===== src/hdl/floor_ceiling_texture_coords_macros.svh =====
// ----------------------------------------------------------------------------
// Assertion macros for the floor and ceiling texture coordinate generator
// Short forms for same-cycle and next-cycle implications on i_clk.
// ----------------------------------------------------------------------------
`ifndef FLOOR_CEILING_TEXTURE_COORDS_MACROS_SVH
`define FLOOR_CEILING_TEXTURE_COORDS_MACROS_SVH

// The consequent must hold in the same cycle as the antecedent.
`define FCTC_ASSERT_SAME(lbl, ante, cons, msg) \
    lbl: assert property (@(posedge i_clk) disable iff (!i_rst_n) \
        (ante) |-> (cons)) else $error(msg);

// The consequent must hold in the cycle after the antecedent.
`define FCTC_ASSERT_NEXT(lbl, ante, cons, msg) \
    lbl: assert property (@(posedge i_clk) disable iff (!i_rst_n) \
        (ante) |=> (cons)) else $error(msg);

`endif


===== src/hdl/fctc_pkg.sv =====
// ----------------------------------------------------------------------------
// Floor and ceiling texture coordinates: shared package
// Beat types, field widths, register indexes and datapath widths.
// ----------------------------------------------------------------------------
`default_nettype none

package fctc_pkg;

    // Field widths of the beats.
    localparam int ROW_W = 10;
    localparam int COL_W = 11;
    localparam int TEX_W = 6;

    // Configuration register widths.
    localparam int POS_W      = 24;
    localparam int DIR_W      = 18;
    localparam int CFG_IDX_W  = 3;
    localparam int CFG_DATA_W = 24;

    // Datapath widths, sized for the largest supported screen.
    localparam int ACC_W  = 40;
    localparam int FRAC_W = 16;
    localparam int DIST_W = 26;
    localparam int OPS_W  = 20;
    localparam int MAG_W  = 19;
    localparam int PROD_W = DIST_W + MAG_W;
    localparam int DVS_W  = 28;

    // Reset values of the direction registers.
    localparam logic signed [DIR_W-1:0] VIEW_X_RST  = 18'sd65536;
    localparam logic signed [DIR_W-1:0] PLANE_Y_RST = 18'sd43254;

    // Configuration register indexes.
    typedef enum logic [CFG_IDX_W-1:0] {
        REG_PLAYER_POS_X   = 3'd0,
        REG_PLAYER_POS_Y   = 3'd1,
        REG_VIEW_DIR_X     = 3'd2,
        REG_VIEW_DIR_Y     = 3'd3,
        REG_CAMERA_PLANE_X = 3'd4,
        REG_CAMERA_PLANE_Y = 3'd5
    } t_cfg_reg;

    // One screen pixel in.
    typedef struct packed {
        logic [ROW_W-1:0] screen_row;
        logic [COL_W-1:0] screen_column;
    } t_pix_in;

    // One coordinate result out.
    typedef struct packed {
        logic [TEX_W-1:0] tex_u;
        logic [TEX_W-1:0] tex_v;
        logic [ROW_W-1:0] ceiling_row;
        logic [ROW_W-1:0] floor_row;
        logic [COL_W-1:0] pixel_column;
        logic             horizon_flag;
    } t_pix_out;

endpackage

`default_nettype wire


===== src/hdl/fctc_div.sv =====
// ----------------------------------------------------------------------------
// Iterative unsigned divider
// Restoring division, one quotient bit per cycle, done pulse at the end.
// ----------------------------------------------------------------------------
`default_nettype none

module fctc_div (
    input  wire logic                        i_clk,
    input  wire logic                        i_rst_n,
    input  wire logic                        i_start,
    input  wire logic [fctc_pkg::PROD_W-1:0] i_dividend,
    input  wire logic [fctc_pkg::DVS_W-1:0]  i_divisor,
    output logic                             o_done,
    output logic [fctc_pkg::PROD_W-1:0]      o_quotient
);

    localparam int CNT_W = $clog2(fctc_pkg::PROD_W);

    logic                          r_busy;
    logic                          r_done;
    logic [CNT_W-1:0]              r_cnt;
    logic [fctc_pkg::PROD_W-1:0]   r_quo;
    logic [fctc_pkg::DVS_W-1:0]    r_rem;
    logic [fctc_pkg::DVS_W-1:0]    r_dvs;

    logic [fctc_pkg::DVS_W:0]      w_trial;
    logic                          w_ge;
    logic [fctc_pkg::DVS_W-1:0]    w_rem_next;

    // Shift the next dividend bit into the partial remainder and try a subtract.
    always_comb begin
        w_trial    = {r_rem, r_quo[fctc_pkg::PROD_W-1]};
        w_ge       = (w_trial >= {1'b0, r_dvs});
        w_rem_next = w_ge ? fctc_pkg::DVS_W'(w_trial - {1'b0, r_dvs})
                          : fctc_pkg::DVS_W'(w_trial);
    end

    // Sequencing of the division steps; the quotient grows in the dividend's place.
    always_ff @(posedge i_clk) begin
        if (!i_rst_n) begin
            r_busy <= 1'b0;
            r_done <= 1'b0;
            r_cnt  <= '0;
        end else begin
            r_done <= 1'b0;
            if (i_start) begin
                r_busy <= 1'b1;
                r_cnt  <= CNT_W'(fctc_pkg::PROD_W - 1);
                r_quo  <= i_dividend;
                r_rem  <= '0;
                r_dvs  <= i_divisor;
            end else if (r_busy) begin
                r_rem <= w_rem_next;
                r_quo <= {r_quo[fctc_pkg::PROD_W-2:0], w_ge};
                r_cnt <= r_cnt - CNT_W'(1);
                if (r_cnt == '0) begin
                    r_busy <= 1'b0;
                    r_done <= 1'b1;
                end
            end
        end
    end

    assign o_done     = r_done;
    assign o_quotient = r_quo;

endmodule

`default_nettype wire


===== src/hdl/fctc_mul.sv =====
// ----------------------------------------------------------------------------
// Registered magnitude multiplier
// Row distance magnitude times operand magnitude, result in the following cycle.
// ----------------------------------------------------------------------------
`default_nettype none

module fctc_mul (
    input  wire logic                        i_clk,
    input  wire logic [fctc_pkg::DIST_W-1:0] i_a,
    input  wire logic [fctc_pkg::MAG_W-1:0]  i_b,
    output logic [fctc_pkg::PROD_W-1:0]      o_prod
);

    logic [fctc_pkg::PROD_W-1:0] r_prod;

    // The product is registered before anything else uses it.
    always_ff @(posedge i_clk) begin
        r_prod <= fctc_pkg::PROD_W'(i_a) * fctc_pkg::PROD_W'(i_b);
    end

    assign o_prod = r_prod;

endmodule

`default_nettype wire


===== src/hdl/floor_ceiling_texture_coords.sv =====
// Output: a pixel with a nonzero column is written to the output register on acceptance, or
// waits in S_EMIT while that register is full. Throughput: such pixels stream at one per cycle
// while the output side takes each beat; the output register parts the two sides. A column 0
// pixel sets up its row through three passes through the one-bit-per-cycle divider and four
// passes through the shared multiplier. The horizon row needs no arithmetic.
// Reset (synchronous, active low) restores register defaults and clears the accumulators.
// ----------------------------------------------------------------------------
// Floor and ceiling texture coordinate generator
// Row setup by a small sequencer over a shared divider and multiplier,
// then per-pixel texture coordinates from the world position accumulators.
// ----------------------------------------------------------------------------
`default_nettype none
`include "floor_ceiling_texture_coords_macros.svh"

module floor_ceiling_texture_coords #(
    parameter int SCREEN_WIDTH  = 1024,
    parameter int SCREEN_HEIGHT = 768,
    parameter int TEXTURE_SIZE  = 64
) (
    input  wire logic                            i_clk,
    input  wire logic                            i_rst_n,
    input  wire logic                            i_in_valid,
    output logic                                 o_in_ready,
    input  wire fctc_pkg::t_pix_in               i_in_data,
    output logic                                 o_out_valid,
    input  wire logic                            i_out_ready,
    output fctc_pkg::t_pix_out                   o_out_data,
    input  wire logic                            i_cfg_valid,
    output logic                                 o_cfg_ready,
    input  wire logic [fctc_pkg::CFG_IDX_W-1:0]  i_cfg_index,
    input  wire logic [fctc_pkg::CFG_DATA_W-1:0] i_cfg_data
);

    localparam int ROW_W  = fctc_pkg::ROW_W;
    localparam int COL_W  = fctc_pkg::COL_W;
    localparam int TEX_W  = fctc_pkg::TEX_W;
    localparam int ACC_W  = fctc_pkg::ACC_W;
    localparam int FRAC_W = fctc_pkg::FRAC_W;
    localparam int DIST_W = fctc_pkg::DIST_W;
    localparam int OPS_W  = fctc_pkg::OPS_W;
    localparam int MAG_W  = fctc_pkg::MAG_W;
    localparam int PROD_W = fctc_pkg::PROD_W;
    localparam int DVS_W  = fctc_pkg::DVS_W;
    localparam int DIR_W  = fctc_pkg::DIR_W;
    localparam int POS_W  = fctc_pkg::POS_W;

    localparam int                 TEX_SHIFT  = FRAC_W - $clog2(TEXTURE_SIZE);
    localparam logic [TEX_W-1:0]   TEX_MASK   = TEX_W'(TEXTURE_SIZE - 1);
    localparam logic [ROW_W:0]     HALF_H     = (ROW_W + 1)'(SCREEN_HEIGHT / 2);
    localparam logic [ROW_W-1:0]   FLOOR_BASE = ROW_W'(SCREEN_HEIGHT - 1);
    localparam logic [DIST_W-1:0]  POS_Z      = DIST_W'(SCREEN_HEIGHT * 32768);
    localparam logic [DVS_W-1:0]   W_DIV      = DVS_W'(SCREEN_WIDTH * 65536);

    typedef enum logic [2:0] {
        S_IDLE,
        S_DIST,
        S_MUL,
        S_PROD,
        S_DIVS,
        S_EMIT
    } t_state;

    typedef enum logic [1:0] {
        OP_WX,
        OP_WY,
        OP_SX,
        OP_SY
    } t_op;

    // Texture coordinate from the fraction of a signed world position.
    function automatic logic [TEX_W-1:0] tex_coord(input logic [ACC_W-1:0] w);
        logic [FRAC_W-1:0] f;
        logic [TEX_W-1:0]  t;
        f = w[ACC_W-1] ? FRAC_W'(~w[FRAC_W-1:0] + FRAC_W'(1)) : w[FRAC_W-1:0];
        t = TEX_W'(f >> TEX_SHIFT);
        if (w[ACC_W-1]) begin
            t = TEX_W'(0) - t;
        end
        return t & TEX_MASK;
    endfunction

    // Configuration registers.
    logic [POS_W-1:0]        r_pos_x;
    logic [POS_W-1:0]        r_pos_y;
    logic [DIR_W-1:0]        r_view_x;
    logic [DIR_W-1:0]        r_view_y;
    logic [DIR_W-1:0]        r_plane_x;
    logic [DIR_W-1:0]        r_plane_y;

    // Sequencer and row state.
    t_state                  r_state;
    t_op                     r_op;
    logic [ROW_W-1:0]        r_row;
    logic [COL_W-1:0]        r_col;
    logic [DIST_W-1:0]       r_dist_mag;
    logic                    r_dist_neg;
    logic [ACC_W-1:0]        r_acc_x;
    logic [ACC_W-1:0]        r_acc_y;
    logic [ACC_W-1:0]        r_step_x;
    logic [ACC_W-1:0]        r_step_y;
    logic                    r_horizon;
    logic                    r_out_valid;
    fctc_pkg::t_pix_out      r_out;

    logic                    w_in_acc;
    logic                    w_out_free;
    logic                    w_emit;
    logic [ROW_W-1:0]        w_emit_row;
    logic [COL_W-1:0]        w_emit_col;
    logic [ROW_W:0]          w_position;
    logic                    w_pos_neg;
    logic [ROW_W-1:0]        w_pos_mag;
    logic [OPS_W-1:0]        w_dx0;
    logic [OPS_W-1:0]        w_dy0;
    logic [OPS_W-1:0]        w_span_x;
    logic [OPS_W-1:0]        w_span_y;
    logic [OPS_W-1:0]        w_op_val;
    logic [MAG_W-1:0]        w_op_mag;
    logic                    w_res_neg;
    logic [PROD_W-1:0]       w_prod;
    logic [ACC_W-1:0]        w_term_abs;
    logic [ACC_W-1:0]        w_term;
    logic [ACC_W-1:0]        w_step_abs;
    logic [ACC_W-1:0]        w_step;
    logic                    w_div_start;
    logic [PROD_W-1:0]       w_div_dividend;
    logic [DVS_W-1:0]        w_div_divisor;
    logic                    w_div_done;
    logic [PROD_W-1:0]       w_div_quo;

    // Handshakes: the configuration port never stalls.
    assign o_in_ready  = (r_state == S_IDLE);
    assign o_cfg_ready = 1'b1;
    assign w_in_acc    = i_in_valid && o_in_ready;
    assign w_out_free  = !r_out_valid || i_out_ready;

    // Signed distance of the incoming row from the horizon.
    always_comb begin
        w_position = {1'b0, i_in_data.screen_row} - HALF_H;
        w_pos_neg  = w_position[ROW_W];
        w_pos_mag  = ROW_W'(w_pos_neg ? ((ROW_W + 1)'(0) - w_position) : w_position);
    end

    // Ray span operands: leftmost ray direction and the full left-to-right span.
    always_comb begin
        w_dx0    = {{2{r_view_x[DIR_W-1]}}, r_view_x} - {{2{r_plane_x[DIR_W-1]}}, r_plane_x};
        w_dy0    = {{2{r_view_y[DIR_W-1]}}, r_view_y} - {{2{r_plane_y[DIR_W-1]}}, r_plane_y};
        w_span_x = {r_plane_x[DIR_W-1], r_plane_x, 1'b0};
        w_span_y = {r_plane_y[DIR_W-1], r_plane_y, 1'b0};
        unique case (r_op)
            OP_WX:   w_op_val = w_dx0;
            OP_WY:   w_op_val = w_dy0;
            OP_SX:   w_op_val = w_span_x;
            OP_SY:   w_op_val = w_span_y;
            default: w_op_val = w_dx0;
        endcase
        w_op_mag  = MAG_W'(w_op_val[OPS_W-1] ? (OPS_W'(0) - w_op_val) : w_op_val);
        w_res_neg = r_dist_neg ^ w_op_val[OPS_W-1];
    end

    // Signed results rounded toward zero: start offset and per-column step.
    always_comb begin
        w_term_abs = ACC_W'(w_prod[PROD_W-1:FRAC_W]);
        w_term     = w_res_neg ? (ACC_W'(0) - w_term_abs) : w_term_abs;
        w_step_abs = ACC_W'(w_div_quo);
        w_step     = w_res_neg ? (ACC_W'(0) - w_step_abs) : w_step_abs;
    end

    // The divider serves the row distance first and then both steps.
    always_comb begin
        w_div_start    = 1'b0;
        w_div_dividend = PROD_W'(POS_Z);
        w_div_divisor  = DVS_W'(w_pos_mag);
        if (r_state == S_IDLE) begin
            w_div_start = w_in_acc && (i_in_data.screen_column == '0) &&
                          (w_pos_mag != '0);
        end else if (r_state == S_PROD && (r_op == OP_SX || r_op == OP_SY)) begin
            w_div_start    = 1'b1;
            w_div_dividend = w_prod;
            w_div_divisor  = W_DIV;
        end
    end

    // A result beat leaves when the output register is free.
    always_comb begin
        w_emit = 1'b0;
        if (r_state == S_IDLE) begin
            w_emit = w_in_acc && (i_in_data.screen_column != '0) && w_out_free;
        end else if (r_state == S_EMIT) begin
            w_emit = w_out_free;
        end
        w_emit_row = (r_state == S_IDLE) ? i_in_data.screen_row : r_row;
        w_emit_col = (r_state == S_IDLE) ? i_in_data.screen_column : r_col;
    end

    fctc_div u_div (
        .i_clk      (i_clk),
        .i_rst_n    (i_rst_n),
        .i_start    (w_div_start),
        .i_dividend (w_div_dividend),
        .i_divisor  (w_div_divisor),
        .o_done     (w_div_done),
        .o_quotient (w_div_quo)
    );

    fctc_mul u_mul (
        .i_clk  (i_clk),
        .i_a    (r_dist_mag),
        .i_b    (w_op_mag),
        .o_prod (w_prod)
    );

    // Configuration registers.
    always_ff @(posedge i_clk) begin
        if (!i_rst_n) begin
            r_pos_x   <= '0;
            r_pos_y   <= '0;
            r_view_x  <= fctc_pkg::VIEW_X_RST;
            r_view_y  <= '0;
            r_plane_x <= '0;
            r_plane_y <= fctc_pkg::PLANE_Y_RST;
        end else if (i_cfg_valid) begin
            unique case (i_cfg_index)
                fctc_pkg::REG_PLAYER_POS_X:   r_pos_x   <= i_cfg_data;
                fctc_pkg::REG_PLAYER_POS_Y:   r_pos_y   <= i_cfg_data;
                fctc_pkg::REG_VIEW_DIR_X:     r_view_x  <= i_cfg_data[DIR_W-1:0];
                fctc_pkg::REG_VIEW_DIR_Y:     r_view_y  <= i_cfg_data[DIR_W-1:0];
                fctc_pkg::REG_CAMERA_PLANE_X: r_plane_x <= i_cfg_data[DIR_W-1:0];
                fctc_pkg::REG_CAMERA_PLANE_Y: r_plane_y <= i_cfg_data[DIR_W-1:0];
                default: begin
                end
            endcase
        end
    end

    // Sequencer, accumulators and the output register.
    always_ff @(posedge i_clk) begin
        if (!i_rst_n) begin
            r_state     <= S_IDLE;
            r_op        <= OP_WX;
            r_acc_x     <= '0;
            r_acc_y     <= '0;
            r_step_x    <= '0;
            r_step_y    <= '0;
            r_horizon   <= 1'b0;
            r_dist_neg  <= 1'b0;
            r_out_valid <= 1'b0;
        end else begin
            if (w_in_acc) begin
                r_row <= i_in_data.screen_row;
                r_col <= i_in_data.screen_column;
            end

            unique case (r_state)
                S_IDLE: begin
                    if (w_in_acc) begin
                        if (i_in_data.screen_column == '0) begin
                            if (w_pos_mag == '0) begin
                                r_horizon <= 1'b1;
                                r_acc_x   <= '0;
                                r_acc_y   <= '0;
                                r_step_x  <= '0;
                                r_step_y  <= '0;
                                r_state   <= S_EMIT;
                            end else begin
                                r_horizon  <= 1'b0;
                                r_dist_neg <= w_pos_neg;
                                r_state    <= S_DIST;
                            end
                        end else if (!w_out_free) begin
                            r_state <= S_EMIT;
                        end
                    end
                end
                S_DIST: begin
                    if (w_div_done) begin
                        r_dist_mag <= DIST_W'(w_div_quo);
                        r_op       <= OP_WX;
                        r_state    <= S_MUL;
                    end
                end
                S_MUL: begin
                    r_state <= S_PROD;
                end
                S_PROD: begin
                    unique case (r_op)
                        OP_WX: begin
                            r_acc_x <= ACC_W'(r_pos_x) + w_term;
                            r_op    <= OP_WY;
                            r_state <= S_MUL;
                        end
                        OP_WY: begin
                            r_acc_y <= ACC_W'(r_pos_y) + w_term;
                            r_op    <= OP_SX;
                            r_state <= S_MUL;
                        end
                        OP_SX, OP_SY: begin
                            r_state <= S_DIVS;
                        end
                        default: begin
                            r_state <= S_DIVS;
                        end
                    endcase
                end
                S_DIVS: begin
                    if (w_div_done) begin
                        if (r_op == OP_SY) begin
                            r_step_y <= w_step;
                            r_state  <= S_EMIT;
                        end else begin
                            r_step_x <= w_step;
                            r_op     <= OP_SY;
                            r_state  <= S_MUL;
                        end
                    end
                end
                S_EMIT: begin
                    if (w_out_free) begin
                        r_state <= S_IDLE;
                    end
                end
                default: begin
                    r_state <= S_IDLE;
                end
            endcase

            // Emit a beat from the current position, then step one column on.
            if (w_emit) begin
                r_out_valid        <= 1'b1;
                r_out.tex_u        <= r_horizon ? TEX_W'(0) : tex_coord(r_acc_x);
                r_out.tex_v        <= r_horizon ? TEX_W'(0) : tex_coord(r_acc_y);
                r_out.ceiling_row  <= w_emit_row;
                r_out.floor_row    <= FLOOR_BASE - w_emit_row;
                r_out.pixel_column <= w_emit_col;
                r_out.horizon_flag <= r_horizon;
                r_acc_x            <= r_acc_x + r_step_x;
                r_acc_y            <= r_acc_y + r_step_y;
            end else if (i_out_ready) begin
                r_out_valid <= 1'b0;
            end
        end
    end

    assign o_out_valid = r_out_valid;
    assign o_out_data  = r_out;

    // The divider only reports completion while the sequencer waits for it.
    `FCTC_ASSERT_SAME(a_div_done_waited, w_div_done, (r_state == S_DIST || r_state == S_DIVS), "divider finished while the sequencer was not waiting")

    // On the horizon row every accumulator and step stays at zero.
    `FCTC_ASSERT_SAME(a_horizon_zero, r_horizon, (r_acc_x == '0 && r_acc_y == '0 && r_step_x == '0 && r_step_y == '0), "horizon row with nonzero position or step")

    // A horizon beat carries zero texture coordinates.
    `FCTC_ASSERT_SAME(a_horizon_tex, (o_out_valid && o_out_data.horizon_flag), (o_out_data.tex_u == '0 && o_out_data.tex_v == '0), "horizon beat with nonzero texture coordinates")

    // A streamed pixel comes out on the next cycle with its own row.
    `FCTC_ASSERT_NEXT(a_stream_row, (r_state == S_IDLE && w_in_acc && i_in_data.screen_column != '0 && w_out_free), (o_out_valid && o_out_data.ceiling_row == $past(i_in_data.screen_row)), "streamed pixel lost or given the wrong row")

endmodule

`default_nettype wire

===== config.mk =====
export PLATFORM = sky130hd
export DESIGN_NAME = floor_ceiling_texture_coords
export DESIGN_NICKNAME = d
export VERILOG_FILES = /design/src/hdl/fctc_pkg.sv /design/src/hdl/fctc_div.sv /design/src/hdl/fctc_mul.sv /design/src/hdl/floor_ceiling_texture_coords.sv
export VERILOG_INCLUDE_DIRS = /design/src /design/src/hdl
export SDC_FILE = /design/constraint.sdc
export NUM_CORES = 2
export LEC_CHECK = 0
export ABC_AREA = 1
export BUFFER_PORTS_ARGS = -buffer_cell sky130_fd_sc_hd__buf_2
export CAP_MARGIN = 40
export CORE_MARGIN = 1.5
export CORE_UTILIZATION = 25
export CTS_CLUSTER_DIAMETER = 40
export CTS_CLUSTER_SIZE = 24
export DETAILED_ROUTE_END_ITERATION = 12
export PLACE_DENSITY = 0.44
export SLEW_MARGIN = 20
export SYNTH_ARGS = -nofsm -noshare
export SYNTH_HDL_FRONTEND = slang
export SYNTH_HIERARCHICAL = 1
export SYNTH_SLANG_ARGS = --single-unit

===== constraint.sdc =====
create_clock -name i_clk -period 8.44 [get_ports i_clk]
set_input_delay 1.688 -clock i_clk [delete_from_list [all_inputs] [get_ports i_clk]]
set_output_delay 1.688 -clock i_clk [all_outputs]
set_load 0.01 [all_outputs]

* Word level (Yosys, flattened, before mapping)
Cells that the tools add are included.
** Cells by class
- Reduce and logical (&&, ||, !) cells :: 45
- Order comparisons :: 1
- Multipliers :: 1
- Bitwise operators :: 6
- Mux-type cells :: 62
- Add/sub/neg operators :: 18
- Eq/ne operators :: 28
** Operators with widths (number)
- $mux W40 :: 13
- $pmux W40 S2 :: 4
- $mux W45 :: 4
- $add A24 B40 Y40 :: 2
- $add A40 B40 Y40 :: 2
- $pmux W20 S4 :: 1
- $mux W28 :: 2
- $mul A26 B19 Y45 :: 1
- $sub A1 B40 Y40 const A :: 1
- $sub A18 B18 Y19 :: 2
- $add A16 B1 Y16 const B :: 2
- $mux W16 :: 2
- $not A16 Y16 :: 2
- $mux W10 :: 3
- $sub A1 B29 Y30 const A :: 1
- $ge A29 B27 Y1 :: 1
- $sub A28 B27 Y28 :: 1
- $mux W27 :: 1
- $mux W3 :: 8
- $mux W6 :: 4
- $reduce_and A2 Y1 :: 10
- $reduce_and A5 Y1 :: 4
- $mux W19 :: 1
- $sub A1 B19 Y19 const A :: 1
- other kinds (40) :: 88
** Word-level totals
- Input port bits :: 53
- Register bits :: 532
- Word-level logic and storage cells :: 194

* Depth between registers and ports, before layout
- Word-level depth :: 9
- Depth in mapped cells :: 48
- Mapped depth without buffers :: 46

* Hierarchy
Netlist, hierarchy kept.
** By module, submodules not included
- floor_ceiling_texture_coords :: instances 1, seq. area each 8468.1 µm², cells an instance 3912, area each 26719.4 µm²
- fctc_mul :: instances 1, seq. area each 900.9 µm², cells an instance 2510, area each 18288.8 µm²
- fctc_div :: instances 1, seq. area each 3193.1 µm², cells an instance 921, area each 6967.9 µm²

* Worst setup path after synthesis
No wires, ideal clock.
- Path type :: reg2reg
- Start point :: reg r_view_y[0]
- End point :: reg u_mul.r_prod (netlist bit u_mul/o_prod[39])
- Data required time :: 8.328 ns
- Buffers on the path :: 2
- Arrival :: 7.506 ns
- Setup slack :: 0.822 ns
- Cell stages (with the launch flop) :: 39
- Period minus slack after synthesis :: 7.618 ns
- Cells stage by stage :: dfxtp_1 -> inv_1 -> ha_1 -> inv_1 -> fa_1 -> or2_2 -> a31oi_1 -> nand2_1 -> nor2_1 -> nand2_1 -> nor2_1 -> nand3b_1 -> nor2_1 -> nand3_1 -> o21ai_2 -> nand2_1 -> xnor2_1 -> clkbuf_1 -> [3 not listed] -> inv_1 -> fa_1 -> fa_1 -> fa_1 -> fa_1 -> inv_1 -> fa_1 -> inv_1 -> ha_1 -> nand2_1 -> nor2_1 -> inv_1 -> nor2_2 -> nand3b_1 -> nand3_2 -> nand2_1 -> nand3_1 -> nand2_1
** On the way
- Word-level cells in the longest chain between the ends :: 5
** Ends and longest elaborated chain
- start, declared :: RTL line floor_ceiling_texture_coords.sv:86 : logic [DIR_W-1:0] r_view_y;
- start signal, assigned :: RTL line floor_ceiling_texture_coords.sv:227 : fctc_pkg::REG_VIEW_DIR_Y: r_view_y <= i_cfg_data[DIR_W-1:0];
- $sub A18 B18 Y19 (*) :: RTL line floor_ceiling_texture_coords.sv:147 : w_dy0 = {{2{r_view_y[DIR_W-1]}}, r_view_y} - {{2{r_plane_y[DIR_W-1]}}, r_plane_y};
- $pmux W20 S4 (*) :: RTL line floor_ceiling_texture_coords.sv:150 : unique case (r_op)
- $sub A1 B19 Y19 :: RTL line floor_ceiling_texture_coords.sv:157 : w_op_mag = MAG_W'(w_op_val[OPS_W-1] ? (OPS_W'(0) - w_op_val) : w_op_val);
- $mux W19 (*) :: RTL line floor_ceiling_texture_coords.sv:157
- named net w_op_mag[15] :: RTL line floor_ceiling_texture_coords.sv:118 : logic [MAG_W-1:0] w_op_mag;
- $mul A26 B19 Y45 (*) :: RTL line fctc_mul.sv:18 : r_prod <= fctc_pkg::PROD_W'(i_a) * fctc_pkg::PROD_W'(i_b);
- end signal, assigned :: RTL line fctc_mul.sv:18
- end, declared :: RTL line fctc_mul.sv:14 : logic [fctc_pkg::PROD_W-1:0] r_prod;
Mark *: on every way through the listed nets, which the timed path passes. The rest lies on a longest branch.
A chain may end at the register's enable or synchronous reset.

* Worst setup path in the final report
- Start point :: reg r_view_y[0]
- End point :: reg u_mul.r_prod (netlist bit u_mul/o_prod[44])
Same word-level chain as after synthesis.

==> impl_results.md <==
- Hold Fails Final Rpt: 0
- Max Cap Viol: 0
- CTS tree: built
- # rows: 167
- Worst min path class: register to register
- Largest net degree at the start of global routing: 89
- Overall Global Routing Usage: 0.176
- # H-tree levels: 3
- Slew Limit Fails: 0
- First-pass detailed-route iteration total: 10
- Cell taking the most area after synthesis: fa_1
- Worst Slack Setup Final: 0.432 ns
- Root Buffer: clkbuf_16
- DP Wirelength: 148000 µm
- Drt wl/cell: 18.3 µm
- Crit-path max FO: 10
- Synth top area cells: fa_1 16%, dfxtp_1 13%, nand2_1 12%
- # IOs: 100
- Layout cells sized above 1: 0.102
- Critical Path End Type: register
- CORE AREA: 0.207 mm²
- Routed vias/inst: 4.56
- Die area: 0.211 mm²
- Mapped Cells: 7343
- Skew-Pair Late Insertion Delay: 0.78 ns
- Crit path launch type: register
- Post-synthesis async set-or-reset flop share: 0
- Sequential-to-total area share from yosys stat: 0.242
- F_max: 125 MHz
- Final worst path period share: 0.949
- IO Port Bufs: 98
- CTS clk-pin slew, worst paths: 0.05 ns
- Area Growth Syn to Fin: 17.2%
- R2r startpoint: r_view_y[0]$_SDFFE_PN0P_
- Yosys warns: 6
- GR Overflow Total: 0
- Slew margin rel.: 0.426
- Number of global-route vias before repair: 46600
- Synth top area share: 0.159
- Total Routed Length: 187000 µm
- Design area: 0.0609 mm²
- Critical Path AT: 8.66 ns
- Die Height: 459 µm
- WP data required: 9.10 ns
- CTS buffer count: 117
- Hold Crit Start: r_view_y[7]$_SDFFE_PN0P_
- Minimum clock period: 8.01 ns
- Post-synth top flop: dfxtp_1
- Least-Margin Pin Slew: 0.860 ns
- EDFF count, synth: 191
- GPL Wtd Cong: 0.891
- Worst Setup SP: r_view_y[0]$_SDFFE_PN0P_
- Post-synthesis cell type count: 70
- Slowest stage cell, crit path: fa_1
- Layout Skew: 0.0875 ns
- Worst path buffer plus inverter count: 11
- # nets final: 8262
- Synthesized area: 0.0520 mm²
- Pre-CTS setup slack: 0.195 ns
- Register bit total from synthesis: 532
- Drt initial violations: 3277
- Starting density of the core: 0.251
- Syn Area/Cell: 7.08 µm²
- First-pass GRT wire length: 285000 µm
- CP max stage delay: 0.55 ns
- Status: completed
- Final Setup Violations: 0
- Setup Crit Path Kind: register to register
- Delay-heaviest family, CP: adder cells
- Max clock buf depth: 3
- Unrepaired setup endpoints after global routing: true
- Number of remaining DRC errors: 0
- Sink Count: 532
- Post-DP Area: 0.0562 mm²
- Initial antenna violation count: 25
- DRT antenna net count: 0
- Die X: 459 µm
- Vias: 46800
[cells in the mapped netlist, types with 4 or more instances]
master and number:
nand2_1 1714, inv_1 1495, nor2_1 653, a21oi_1 509, o21ai_0 494, fa_1 414, dfxtp_1 341, ha_1 334
nand3_1 228, clkbuf_1 195, edfxtp_1 191, xor2_1 104, nor3_1 55, nand2_2 53, xnor2_1 53, a31oi_1 46
or2_2 45, nand4_1 41, buf_2 31, o21ai_1 31, nor2_2 27, a21o_1 25, inv_2 17, nand3_2 17
nor4_1 17, buf_1 16, o21a_1 16, o21bai_1 16, nor2_4 13, o211ai_1 13, nand3b_1 12, buf_4 11
o22ai_1 10, a211oi_1 8, nor3_2 8, a32oi_1 6, buf_6 6, nand2_4 6, a21boi_0 5, a21oi_2 5
a221oi_1 5, and2_1 5, o31ai_1 4
[state kept, by name, summed over array words and instances, names as in the netlist, 2 cells and up]
signal and count:
r_acc_y 40, r_view_y 18, r_view_x 18, r_row 10, u_div/r_rem 28, r_plane_x 18
o_out_data 43, r_state 3, r_plane_y 18, r_pos_y 24, u_div/o_quotient 45, u_div/r_dvs 28
r_op 2, r_acc_x 40, u_mul/o_prod 45, r_step_y 40, u_div/r_cnt 6, r_pos_x 24
r_col 11, r_step_x 40, r_dist_mag 26
[area by class of cell]
| cell class | instances | area, µm² |
|---|---|---|
| well taps | 2704 | 3380 |
| repair buffers | 245 | 1960 |
| clock inverters | 86 | 997 |
| inverters | 1516 | 5700 |
| flip-flops and latches | 532 | 12600 |
| multi-input cells | 5049 | 33200 |
| diodes | 2 | 5.00 |
| clock buffers | 135 | 3120 |
| fillers | 22700 | 146000 |
[repair_timing]
action,in CTS,in global routing
endpoints found under the setup margin,0,27
resized for setup,0,100
hold buffers,0,0
buffers inserted,0,8
[through the flow]
stage,util,hold slack (ns),instances,TNS (ns)
floorplan,-,0.428,7359,0
global placement,0.271,0.439,10000,0
detailed placement,0.272,0.445,10000,0
CTS,0.292,0.453,10300,0
global route,0.294,0.475,10300,-0.105
finish,0.294,0.450,10300,0
[tightest hold or removal path: cells and delay by family (launching register included)]
| kind | cells | cell delay [ns] |
|---|---|---|
| buf+inv | 1 | 0.05 |
| compound gates | 1 | 0.05 |
| flops | 1 | 0.31 |
[path summary, 6_finish.rpt]
| kind | end | slack [ns] | depth (start not counted) |
|---|---|---|---|
| min reg2reg | r_view_y[7]$_SDFFE_PN0P_ | 0.45 | 2 |
| min | r_view_y[7]$_SDFFE_PN0P_ | 0.45 | 2 |
| max reg2reg | u_mul/o_prod[44]$_DFF_P_ | 0.43 | 38 |
| max | u_mul/o_prod[44]$_DFF_P_ | 0.43 | 38 |
[cells by family (layout without fill, tap and decap cells)]
family	Yosys count	in the layout	synth area share
fa+ha+maj	748	748	0.240
compound gates	1216	1216	0.126
xor+xnor	157	157	0.0265
flops	532	532	0.242
simple gates	2910	2910	0.235
buf+inv	1778	1982	0.132
other cells	2	20	0.000144
[layout by cell type, fill, tap and decap left out, types with 17 or more instances in the layout]
master,netlist,routed
buf_2,31,104
buf_12,1,20
nand2_1,1714,1700
nand4_1,41,41
nand3_2,17,17
inv_1,1495,1492
a21oi_1,509,494
nand3_1,228,227
clkbuf_16,0,121
or2_2,45,45
nor2_4,13,19
fa_1,414,408
conb_1,2,18
nand2_2,53,64
xnor2_1,53,49
inv_6,0,27
nor3_1,55,51
o21ai_1,31,32
a21o_1,25,25
buf_4,11,108
a31oi_1,46,45
o21ai_0,494,485
nor4_1,17,17
inv_2,17,19
edfxtp_1,191,191
ha_1,334,314
a21oi_2,5,20
nor2_1,653,633
nor2_2,27,41
xor2_1,104,94
dfxtp_1,341,341
[layer usage]
metal,global-route usage,wire (µm)
met2,0.287,84900
met4,0.0469,4770
met5,0,63
met3,0.0217,9070
met1,0.245,88600
Power is left out: the tool's default activity adds up to more than one toggle a clock period on the data nets, which glitch-free logic cannot reach.
